## config.mk

```make
export PLATFORM = sky130hd
export DESIGN_NAME = torus_xy_route_walker
export DESIGN_NICKNAME = d
export VERILOG_FILES = /design/src/hdl/trxw_pkg.sv /design/src/hdl/trxw_div.sv /design/src/hdl/trxw_seq.sv /design/src/hdl/torus_xy_route_walker.sv
export VERILOG_INCLUDE_DIRS = /design/src /design/src/hdl
export SDC_FILE = /design/constraint.sdc
export NUM_CORES = 1
export LEC_CHECK = 0
export ABC_AREA = 1
export BUFFER_PORTS_ARGS = -buffer_cell sky130_fd_sc_hd__clkbuf_2
export CORE_MARGIN = 2
export CORE_UTILIZATION = 55
export CTS_CLUSTER_DIAMETER = 150
export DETAILED_ROUTE_END_ITERATION = 10
export HOLD_SLACK_MARGIN = 0.06
export PLACE_DENSITY = 0.84
export SYNTH_ARGS = -nofsm -noshare
export SYNTH_HDL_FRONTEND = slang
export SYNTH_SLANG_ARGS = --single-unit
```

## constraint.sdc

```tcl
create_clock -name clk -period 16.8 [get_ports clk]
set_input_delay 2.52 -clock clk [delete_from_list [all_inputs] [get_ports clk]]
set_output_delay 2.52 -clock clk [all_outputs]
set_load 0.05 [all_outputs]
```

## src/hdl/torus_xy_route_walker_assert.svh

```systemverilog
// Assertion macros for the route walker RTL.
// Each macro expands to one labeled concurrent assertion, clocked on clk,
// held off while rst is high.
`ifndef TORUS_XY_ROUTE_WALKER_ASSERT_SVH
`define TORUS_XY_ROUTE_WALKER_ASSERT_SVH

// Same-cycle implication.
`define TRXW_ASSERT_NOW(lbl, ante, cons, msg) \
  lbl: assert property (@(posedge clk) disable iff (rst) (ante) |-> (cons)) \
    else $error(msg);

// Next-cycle implication.
`define TRXW_ASSERT_NEXT(lbl, ante, cons, msg) \
  lbl: assert property (@(posedge clk) disable iff (rst) (ante) |=> (cons)) \
    else $error(msg);

`endif

```

## src/hdl/trxw_pkg.sv

```systemverilog
//==============================================================================
// trxw_pkg
// Types, constants and the microcode program of the torus XY route walker.
//==============================================================================
package trxw_pkg;

  localparam int ID_W        = 8;   // linear node id
  localparam int RING_W      = 5;   // ring size register
  localparam int NODE_W      = 2 * RING_W;
  localparam int MAX_RESULTS = 16;  // hops emitted per route at most
  localparam int CNT_W       = $clog2(MAX_RESULTS + 1);
  localparam int CFG_IDX_W   = 1;
  localparam int PC_W        = 3;

  localparam logic [RING_W-1:0] RING_RESET = RING_W'(4);

  // Register indexes of the configuration port
  localparam logic [CFG_IDX_W-1:0] REG_RING_WIDTH  = 1'b0;
  localparam logic [CFG_IDX_W-1:0] REG_RING_HEIGHT = 1'b1;

  typedef struct packed {
    logic [ID_W-1:0] source_node;
    logic [ID_W-1:0] target_node;
  } req_t;

  typedef struct packed {
    logic [ID_W-1:0] hop_from;
    logic [ID_W-1:0] hop_to;
    logic            final_hop;
  } hop_t;

  // Datapath action of one microcode step
  typedef enum logic [2:0] {
    OP_IDLE,   // wait for a request, capture it
    OP_START,  // check the route, load the dividers
    OP_DIV,    // one quotient bit per cycle
    OP_XSET,   // set up the row leg
    OP_XHOP,   // emit one hop along the row
    OP_YSET,   // set up the column leg
    OP_YHOP,   // emit one hop along the column
    OP_NONE
  } op_t;

  // Branch condition of one microcode step
  typedef enum logic [2:0] {
    COND_WAIT_REQ,  // hold until a request beat lands
    COND_BAD,       // jump when the route is empty
    COND_DIV,       // hold until the dividers finish
    COND_X_EQ,      // jump when no row leg is needed
    COND_Y_EQ,      // jump when no column leg is needed
    COND_HOP,       // hold while the leg runs, step on at the leg's end, jump on the final hop
    COND_GOTO       // jump always
  } cond_t;

  localparam logic [PC_W-1:0] STEP_IDLE  = 3'd0;
  localparam logic [PC_W-1:0] STEP_CHECK = 3'd1;
  localparam logic [PC_W-1:0] STEP_DIV   = 3'd2;
  localparam logic [PC_W-1:0] STEP_XSET  = 3'd3;
  localparam logic [PC_W-1:0] STEP_XHOP  = 3'd4;
  localparam logic [PC_W-1:0] STEP_YSET  = 3'd5;
  localparam logic [PC_W-1:0] STEP_YHOP  = 3'd6;
  localparam logic [PC_W-1:0] STEP_END   = 3'd7;

  typedef struct packed {
    op_t             op;
    cond_t           cond;
    logic [PC_W-1:0] target;
  } ctrl_t;

  // Datapath flags seen by the sequencer
  typedef struct packed {
    logic req_fire;
    logic route_bad;
    logic div_done;
    logic x_equal;
    logic y_equal;
    logic slot_free;
    logic hop_last;
    logic seg_end;
  } status_t;

  // Control store
  function automatic ctrl_t ucode(input logic [PC_W-1:0] pc);
    ctrl_t w;
    case (pc)
      STEP_IDLE:  w = '{op: OP_IDLE,  cond: COND_WAIT_REQ, target: STEP_IDLE};
      STEP_CHECK: w = '{op: OP_START, cond: COND_BAD,      target: STEP_IDLE};
      STEP_DIV:   w = '{op: OP_DIV,   cond: COND_DIV,      target: STEP_IDLE};
      STEP_XSET:  w = '{op: OP_XSET,  cond: COND_X_EQ,     target: STEP_YSET};
      STEP_XHOP:  w = '{op: OP_XHOP,  cond: COND_HOP,      target: STEP_IDLE};
      STEP_YSET:  w = '{op: OP_YSET,  cond: COND_Y_EQ,     target: STEP_IDLE};
      STEP_YHOP:  w = '{op: OP_YHOP,  cond: COND_HOP,      target: STEP_IDLE};
      STEP_END:   w = '{op: OP_NONE,  cond: COND_GOTO,     target: STEP_IDLE};
      default:    w = '{op: OP_NONE,  cond: COND_GOTO,     target: STEP_IDLE};
    endcase
    return w;
  endfunction

endpackage

```

## src/hdl/trxw_div.sv

```systemverilog
//==============================================================================
// trxw_div
// Two-lane restoring divider, one quotient bit per cycle while step is high, shared divisor.
//==============================================================================
module trxw_div (
  input  logic                          clk,
  input  logic                          rst,
  input  logic                          start,
  input  logic                          step,
  input  logic [trxw_pkg::ID_W-1:0]     dividend [2],
  input  logic [trxw_pkg::RING_W-1:0]   divisor,
  output logic [trxw_pkg::ID_W-1:0]     quot [2],
  output logic [trxw_pkg::RING_W-1:0]   rem [2],
  output logic                          done
);

  localparam int STEP_CNT_W = $clog2(trxw_pkg::ID_W + 1);

  logic [STEP_CNT_W-1:0]       count;
  logic [trxw_pkg::ID_W-1:0]   num [2];
  logic [trxw_pkg::RING_W-1:0] part [2];
  logic [trxw_pkg::RING_W:0]   trial [2];
  logic                        fits [2];

  always_comb begin
    for (int i = 0; i < 2; i++) begin
      trial[i] = {part[i], num[i][trxw_pkg::ID_W-1]};
      fits[i]  = (trial[i] >= {1'b0, divisor});
    end
  end

  always_ff @(posedge clk) begin
    if (rst) begin
      count <= '0;
    end else if (start) begin
      count <= STEP_CNT_W'(trxw_pkg::ID_W);
    end else if (step && (count != '0)) begin
      count <= count - 1'b1;
    end
  end

  // Quotient bits shift into the dividend register from the bottom
  always_ff @(posedge clk) begin
    for (int i = 0; i < 2; i++) begin
      if (start) begin
        num[i]  <= dividend[i];
        part[i] <= '0;
      end else if (step && (count != '0)) begin
        num[i] <= {num[i][trxw_pkg::ID_W-2:0], fits[i]};
        if (fits[i]) begin
          part[i] <= trxw_pkg::RING_W'(trial[i] - {1'b0, divisor});
        end else begin
          part[i] <= trial[i][trxw_pkg::RING_W-1:0];
        end
      end
    end
  end

  assign done = (count == '0);
  always_comb begin
    for (int i = 0; i < 2; i++) begin
      quot[i] = num[i];
      rem[i]  = part[i];
    end
  end

endmodule

```

## src/hdl/trxw_seq.sv

```systemverilog
//==============================================================================
// trxw_seq
// Microcode sequencer: step counter, control store lookup, branch logic.
//==============================================================================
module trxw_seq (
  input  logic              clk,
  input  logic              rst,
  input  trxw_pkg::status_t status,
  output trxw_pkg::ctrl_t   ctrl
);

  logic [trxw_pkg::PC_W-1:0] pc;
  logic [trxw_pkg::PC_W-1:0] pc_next;

  assign ctrl = trxw_pkg::ucode(pc);

  always_comb begin
    case (ctrl.cond)
      trxw_pkg::COND_WAIT_REQ: pc_next = status.req_fire ? pc + 1'b1 : pc;
      trxw_pkg::COND_BAD:      pc_next = status.route_bad ? ctrl.target : pc + 1'b1;
      trxw_pkg::COND_DIV:      pc_next = status.div_done ? pc + 1'b1 : pc;
      trxw_pkg::COND_X_EQ:     pc_next = status.x_equal ? ctrl.target : pc + 1'b1;
      trxw_pkg::COND_Y_EQ:     pc_next = status.y_equal ? ctrl.target : pc + 1'b1;
      trxw_pkg::COND_HOP: begin
        if (!status.slot_free) begin
          pc_next = pc;
        end else if (status.hop_last) begin
          pc_next = ctrl.target;
        end else if (status.seg_end) begin
          pc_next = pc + 1'b1;
        end else begin
          pc_next = pc;
        end
      end
      trxw_pkg::COND_GOTO:     pc_next = ctrl.target;
      default:                 pc_next = trxw_pkg::STEP_IDLE;
    endcase
  end

  always_ff @(posedge clk) begin
    if (rst) begin
      pc <= trxw_pkg::STEP_IDLE;
    end else begin
      pc <= pc_next;
    end
  end

endmodule

```

## src/hdl/torus_xy_route_walker.sv

```systemverilog
//==============================================================================
// torus_xy_route_walker
// Dimension-order route walker for a 2D torus: one hop beat per link used,
// row leg first, then column leg, shorter way round each ring.
//==============================================================================
//
//  channel | dir | beat                              | handshake
//  --------+-----+-----------------------------------+------------------------
//  req     | in  | source_node, target_node          | req_valid / req_stall
//  hop     | out | hop_from, hop_to, final_hop       | hop_valid / hop_stall
//  cfg     | in  | cfg_index, cfg_data               | cfg_we, no wait
//
//  Steps: a request is accepted at idle and checked, then a shift-subtract
//  division by ring_width (eight quotient steps) splits both ids into row and
//  column, then the row leg is set up and walked, then the column leg; a leg
//  that is not needed is skipped. A request with an empty route goes from the
//  check straight back to idle. A route has at most 16 hops. Within a leg one
//  hop beat leaves per cycle while the hop side does not stall; a stalled beat
//  holds the walk until it is taken.
//  Reset: ring_width and ring_height return to 4, the sequencer to idle and the
//  hop register to empty. No memory to clear.
//  req_stall is high after accept until the last hop loads or the check fails.
//
module torus_xy_route_walker #(
  parameter int MAX_SIDE = 16
) (
  input  logic                             clk,
  input  logic                             rst,
  input  logic                             req_valid,
  output logic                             req_stall,
  input  trxw_pkg::req_t                   req,
  output logic                             hop_valid,
  input  logic                             hop_stall,
  output trxw_pkg::hop_t                   hop,
  input  logic                             cfg_we,
  input  logic [trxw_pkg::CFG_IDX_W-1:0]   cfg_index,
  input  logic [trxw_pkg::RING_W-1:0]      cfg_data
);

  `include "torus_xy_route_walker_assert.svh"

  localparam int RW = trxw_pkg::RING_W;
  localparam int IW = trxw_pkg::ID_W;
  // Ring coordinates stay below MAX_SIDE and below the 5-bit ring register
  localparam int COORD_W = ($clog2(MAX_SIDE) < RW) ? $clog2(MAX_SIDE) : RW;
  localparam int PROD_W  = COORD_W + RW;

  // Configuration
  logic [RW-1:0] ring_width;
  logic [RW-1:0] ring_height;

  // Captured request
  logic [IW-1:0] source_node;
  logic [IW-1:0] target_node;

  // Sequencer interface
  trxw_pkg::ctrl_t   ctrl;
  trxw_pkg::status_t status;

  // Divider interface
  logic [IW-1:0] div_dividend [2];
  logic [IW-1:0] div_quot [2];
  logic [RW-1:0] div_rem [2];
  logic          div_done;

  // Walk state
  logic [COORD_W-1:0]         cur;
  logic                       fwd;
  logic [IW-1:0]              row_base;
  logic [trxw_pkg::CNT_W-1:0] hop_count;

  // Datapath wires
  logic                  req_fire;
  logic                  route_bad;
  logic [trxw_pkg::NODE_W-1:0] node_count;
  logic [COORD_W-1:0]    srow, scol, drow, dcol;
  logic                  y_phase;
  logic [RW-1:0]         ring_len;
  logic [RW-1:0]         ring_m1;
  logic [COORD_W-1:0]    end_coord;
  logic [RW:0]           cur_inc;
  logic [COORD_W-1:0]    nxt;
  logic                  seg_end;
  logic                  hop_last;
  logic                  slot_free;
  logic                  emit;
  logic [PROD_W-1:0]     srow_prod;
  logic [PROD_W-1:0]     cur_prod;
  logic [PROD_W-1:0]     nxt_prod;
  logic [IW-1:0]         from_id;
  logic [IW-1:0]         to_id;

  // Forward if forward distance <= half the ring; a tie goes forward if a < b
  function automatic logic dir_fwd(input logic [COORD_W-1:0] a,
                                   input logic [COORD_W-1:0] b,
                                   input logic [RW-1:0]      half);
    logic [COORD_W-1:0] diff;
    logic [RW-1:0]      gap;
    diff = (a < b) ? (b - a) : (a - b);
    gap  = RW'(diff);
    return (a < b) ? (gap <= half) : !(gap <= half);
  endfunction

  //----------------------------------------------------------------------------
  // Configuration registers
  //----------------------------------------------------------------------------
  always_ff @(posedge clk) begin
    if (rst) begin
      ring_width  <= trxw_pkg::RING_RESET;
      ring_height <= trxw_pkg::RING_RESET;
    end else if (cfg_we) begin
      case (cfg_index)
        trxw_pkg::REG_RING_WIDTH:  ring_width  <= cfg_data;
        trxw_pkg::REG_RING_HEIGHT: ring_height <= cfg_data;
        default: ;
      endcase
    end
  end

  //----------------------------------------------------------------------------
  // Request side: take a beat only while the program sits at idle
  //----------------------------------------------------------------------------
  assign req_stall = rst || (ctrl.op != trxw_pkg::OP_IDLE);
  assign req_fire  = req_valid && !req_stall;

  always_ff @(posedge clk) begin
    if (req_fire) begin
      source_node <= req.source_node;
      target_node <= req.target_node;
    end
  end

  // Empty route: bad ring size, id outside the torus, or same node
  assign node_count = {{RW{1'b0}}, ring_width} * {{RW{1'b0}}, ring_height};
  assign route_bad  = (ring_width == '0) || (ring_height == '0)
                   || (int'(ring_width) > MAX_SIDE) || (int'(ring_height) > MAX_SIDE)
                   || (trxw_pkg::NODE_W'(source_node) >= node_count)
                   || (trxw_pkg::NODE_W'(target_node) >= node_count)
                   || (source_node == target_node);

  //----------------------------------------------------------------------------
  // Split both ids into row and column
  //----------------------------------------------------------------------------
  assign div_dividend[0] = source_node;
  assign div_dividend[1] = target_node;

  trxw_div u_div (
    .clk      (clk),
    .rst      (rst),
    .start    (ctrl.op == trxw_pkg::OP_START),
    .step     (ctrl.op == trxw_pkg::OP_DIV),
    .dividend (div_dividend),
    .divisor  (ring_width),
    .quot     (div_quot),
    .rem      (div_rem),
    .done     (div_done)
  );

  // Quotient and remainder hold after the division until the next request
  assign srow = div_quot[0][COORD_W-1:0];
  assign scol = div_rem[0][COORD_W-1:0];
  assign drow = div_quot[1][COORD_W-1:0];
  assign dcol = div_rem[1][COORD_W-1:0];

  //----------------------------------------------------------------------------
  // Ring step: one index forward or back, wrap at the ends
  //----------------------------------------------------------------------------
  assign y_phase   = (ctrl.op == trxw_pkg::OP_YHOP);
  assign ring_len  = y_phase ? ring_height : ring_width;
  assign end_coord = y_phase ? drow : dcol;
  assign ring_m1   = ring_len - 1'b1;
  assign cur_inc   = (RW + 1)'(cur) + 1'b1;

  always_comb begin
    if (fwd) begin
      nxt = (cur_inc >= {1'b0, ring_len}) ? '0 : cur_inc[COORD_W-1:0];
    end else begin
      nxt = (cur == '0) ? ring_m1[COORD_W-1:0] : cur - 1'b1;
    end
  end

  assign seg_end  = (nxt == end_coord);
  // Final hop: end of the column leg, end of the row leg with no column leg,
  // or the hop cap reached
  assign hop_last = (hop_count == trxw_pkg::CNT_W'(trxw_pkg::MAX_RESULTS - 1))
                 || (seg_end && (y_phase || (srow == drow)));

  // Node ids, taken modulo 256
  assign srow_prod = PROD_W'(srow) * PROD_W'(ring_width);
  assign cur_prod  = PROD_W'(cur) * PROD_W'(ring_width);
  assign nxt_prod  = PROD_W'(nxt) * PROD_W'(ring_width);

  always_comb begin
    if (y_phase) begin
      from_id = IW'(cur_prod) + IW'(dcol);
      to_id   = IW'(nxt_prod) + IW'(dcol);
    end else begin
      from_id = row_base + IW'(cur);
      to_id   = row_base + IW'(nxt);
    end
  end

  //----------------------------------------------------------------------------
  // Walk registers
  //----------------------------------------------------------------------------
  assign slot_free = !hop_valid || !hop_stall;
  assign emit      = slot_free
                  && ((ctrl.op == trxw_pkg::OP_XHOP) || (ctrl.op == trxw_pkg::OP_YHOP));

  always_ff @(posedge clk) begin
    case (ctrl.op)
      trxw_pkg::OP_XSET: begin
        cur      <= scol;
        fwd      <= dir_fwd(scol, dcol, ring_width >> 1);
        row_base <= IW'(srow_prod);
      end
      trxw_pkg::OP_YSET: begin
        cur <= srow;
        fwd <= dir_fwd(srow, drow, ring_height >> 1);
      end
      trxw_pkg::OP_XHOP, trxw_pkg::OP_YHOP: begin
        if (emit) begin
          cur <= nxt;
        end
      end
      default: ;
    endcase
  end

  always_ff @(posedge clk) begin
    if (rst) begin
      hop_count <= '0;
    end else if (ctrl.op == trxw_pkg::OP_START) begin
      hop_count <= '0;
    end else if (emit) begin
      hop_count <= hop_count + 1'b1;
    end
  end

  //----------------------------------------------------------------------------
  // Hop output register: load a beat whenever the slot is empty or draining
  //----------------------------------------------------------------------------
  always_ff @(posedge clk) begin
    if (rst) begin
      hop_valid <= 1'b0;
    end else if (emit) begin
      hop_valid <= 1'b1;
    end else if (!hop_stall) begin
      hop_valid <= 1'b0;
    end
  end

  always_ff @(posedge clk) begin
    if (emit) begin
      hop.hop_from  <= from_id;
      hop.hop_to    <= to_id;
      hop.final_hop <= hop_last;
    end
  end

  //----------------------------------------------------------------------------
  // Sequencer
  //----------------------------------------------------------------------------
  assign status = '{
    req_fire:  req_fire,
    route_bad: route_bad,
    div_done:  div_done,
    x_equal:   (scol == dcol),
    y_equal:   (srow == drow),
    slot_free: slot_free,
    hop_last:  hop_last,
    seg_end:   seg_end
  };

  trxw_seq u_seq (
    .clk    (clk),
    .rst    (rst),
    .status (status),
    .ctrl   (ctrl)
  );

  //----------------------------------------------------------------------------
  // Assertions
  //----------------------------------------------------------------------------
  `TRXW_ASSERT_NEXT(a_final_returns_idle, emit && hop_last, ctrl.op == trxw_pkg::OP_IDLE, "final hop did not return the program to idle")
  `TRXW_ASSERT_NEXT(a_accept_starts_check, req_fire, ctrl.op == trxw_pkg::OP_START, "accepted request did not reach the check step")
  `TRXW_ASSERT_NOW(a_row_leg_not_done, ctrl.op == trxw_pkg::OP_XHOP, cur != dcol, "row leg running at the target column")
  `TRXW_ASSERT_NOW(a_hop_cap, 1'b1, hop_count <= trxw_pkg::MAX_RESULTS, "hop count past the cap")

endmodule
```

==> reports/results.ini <==
[clock_tree]
cts_hold_buffers = 0
cts.clk_slew.worst_paths_ns = 0.08
htreeDepth = 3
postCtsSetupBuffers = 0
cts_buffers = 9
cts_root_buf = clkbuf_16
clk_latency_ns = 0.36
cts_sinks = 101
ctsResizeCount = 0
cts_tree = yes
clk_path_buf_depth = 2

[grt]
antenna_found_initial = 0
grt_usage_pct = 24.3
grt_pass1_vias = 7422
overflow = 0
grt_max_degree = 32
grt_first_pass_wirelength_mm = 35.0

[sta]
rsz0062_at_grt = false
holdWs_ns = 0.484
finalHoldViolCount = 0
finalSetupViolations = 0
maxSlewHeadroom_pct = 27.1
fin_crit_ns = 6.05
fmax_mhz = 165
tns_ns = 0
maxSlewViolCount = 0
fin_skew_ns = 0.00916
period_share_pct = 36.0
worst_pin_slew_ns = 1.09

[logic_synthesis]
syn_area_um2 = 9470
synth_nets = 1387
post_synth.cell_area_avg_um2 = 7.96
yosys.cell_types.count = 46
yosys_warnings = 0
synthCells = 1190
ys_seq_area_share_pct = 29.0
synth_seq_cells = 101

[pwr]
irDropWorstVdd_mv = 0.0814
p_sw_mw = 0.487
clkPwrFrac_pct = 19.0
leakagePower_nw = 5.36
sw_frac_of_total_pct = 43.4
combPwrFrac_pct = 47.4
p_seq_share_pct = 33.6
p_per_area_nw_per_um2 = 111
internal-power_mw = 0.636

[floorplan]
die_w_um = 135
fp.coreArea_um2 = 16700
die_area_um2 = 18300
dieHeight_um = 135
ioPinCount = 46
row_count = 47
start_util_pct = 56.7

[detailed_routing]
vias = 7791
drtIter0Drc = 508
postRouteAntennaNets = 0
post_drt_via_cell_ratio = 5.38
drt_pass1_iterations = 5
wl_mm = 21.2
post_drt_wl_per_cell_um = 14.7
drc_errors = 0

[critical_path]
crit_family = adder cells
required_ns = 16.89
setup.worst_path.end_class = register
crit_path_max_fanout = 31
cp_slowest_cell = dfxtp_1
slowest_delay_ns = 0.66
arrival_ns = 6.15
critPathLaunchType = register
worstSetupPathType = register to register
crit_buf_inv = 5

[worst_hold_path]
hp-class = register to register

[cells_and_area]
final_common_cell = nand2_1
layout_common_cells = nand2_1 (286), inv_1 (217), ha_1 (131)
antenna_cells = 0
layout-drive-gt1-share_pct = 8.31
num-fill-cells = 1437
fin_nets = 1419
area_growth_pct = 7.36

[place]
dpl.hpwl_mm = 16.7
place_congestion = 0.969
portBuffers = 45

[status]
status = finished clean

[job]
maxCapViolCount = 0

-- area by class of cell --
cell class | instances | area (um^2) | area share (%)
clock inverters | 7 | 85.1 | 0.837
clock buffers | 9 | 225 | 2.22
inverters | 227 | 855 | 8.41
repair buffers | 48 | 248 | 2.44
well taps | 220 | 275 | 2.71
multi-input cells | 835 | 5730 | 56.4
flip-flops and latches | 101 | 2740 | 27.0
-- state kept, by name (all words and copies together), names as in the netlist --
register,cells
source_node,8
u_div.count,4
ring_width,5
hop,17
hop_valid,1
fwd,1
u_div.num,16
cur,4
ring_height,5
u_div.part,10
row_base,8
u_seq.pc,3
target_node,8
u_seq.ctrl,6
hop_count,5
-- path summary, 6_finish.rpt --
| check | from | to | slack (ns) | cells after the start |
|---|---|---|---|---|
| worst min-delay path | u_div.count[2]$_SDFFE_PP0P_ | u_div.count[2]$_SDFFE_PP0P_ | 0.48 | 1 |
| worst max register to register | u_seq.ctrl[5]$_DFF_P_ | hop[8]$_DFFE_PP_ | 10.75 | 29 |
| worst min register to register | u_div.count[2]$_SDFFE_PP0P_ | u_div.count[2]$_SDFFE_PP0P_ | 0.48 | 1 |
| worst max-delay path | u_seq.ctrl[5]$_DFF_P_ | hop[8]$_DFFE_PP_ | 10.75 | 29 |
-- layer usage --
metal	GRT usage [%]	routed length, um	vias up
met4	10.3	802	0
met5	0	0	-
met2	42.1	10300	244
met3	4.23	1280	50
met1	29.8	8830	3587
li1	-	-	3910
-- metrics by stage --
step	utilization, %	instances	total power, mW	instance area, um^2	setup slack, ns
global placement	59.0	1431	0.885	9850	10.79
floorplan	-	1190	0.780	9470	10.97
detailed placement	59.0	1431	0.907	9850	10.75
finish	60.9	1447	1.12	10200	10.75
global route	60.9	1447	1.22	10200	10.33
CTS	60.9	1447	1.12	10200	10.75
-- power groups by stage --
stage | Sequential [mW] | Clock, mW | Combinational, mW
floorplan | 0.364 | 0 | 0.416
global placement | 0.381 | 0 | 0.504
detailed placement | 0.382 | 0 | 0.525
CTS | 0.377 | 0.215 | 0.531
global route | 0.384 | 0.225 | 0.613
finish | 0.378 | 0.213 | 0.532
-- Yosys cell counts, drive strengths merged --
master | n | share of area [%]
xor2 | 29 | 2.7
buf | 11 | 0.81
a21boi | 1 | 0.079
clkbuf | 16 | 0.63
nand3 | 43 | 2.9
edfxtp | 72 | 23
nor3 | 18 | 0.95
nand2 | 300 | 13
a31oi | 5 | 0.33
a221oi | 3 | 0.28
xnor2 | 15 | 1.4
mux2i | 2 | 0.21
nor4 | 1 | 0.066
fa | 39 | 8.2
a32oi | 1 | 0.093
clkinv | 4 | 0.16
o22ai | 5 | 0.33
o32ai | 3 | 0.28
o21ai | 72 | 3.8
inv | 223 | 8.9
o21a | 4 | 0.32
o21bai | 1 | 0.079
and2 | 1 | 0.066
mux2 | 2 | 0.24
dfxtp | 29 | 6.1
ha | 131 | 17
o211ai | 7 | 0.56
o31ai | 1 | 0.079
nor2 | 71 | 3.1
or2 | 5 | 0.33
nand4 | 17 | 1.1
a21oi | 55 | 2.9
a21o | 1 | 0.079
nand3b | 2 | 0.16
-- cells by family after synthesis --
group                      after synthesis  synth area share (%)
DFF                                    101                  29.0
AOI/OAI and AO/OA                      159                  9.21
muxes                                    4                 0.449
and+or+nand+nor                        458                  21.3
adders and majority gates              170                  25.6
xor gates and xnor gates                44                  4.07
buffers and inverters                  254                  10.5
Note: power is estimated with default switching activity, not from simulation.
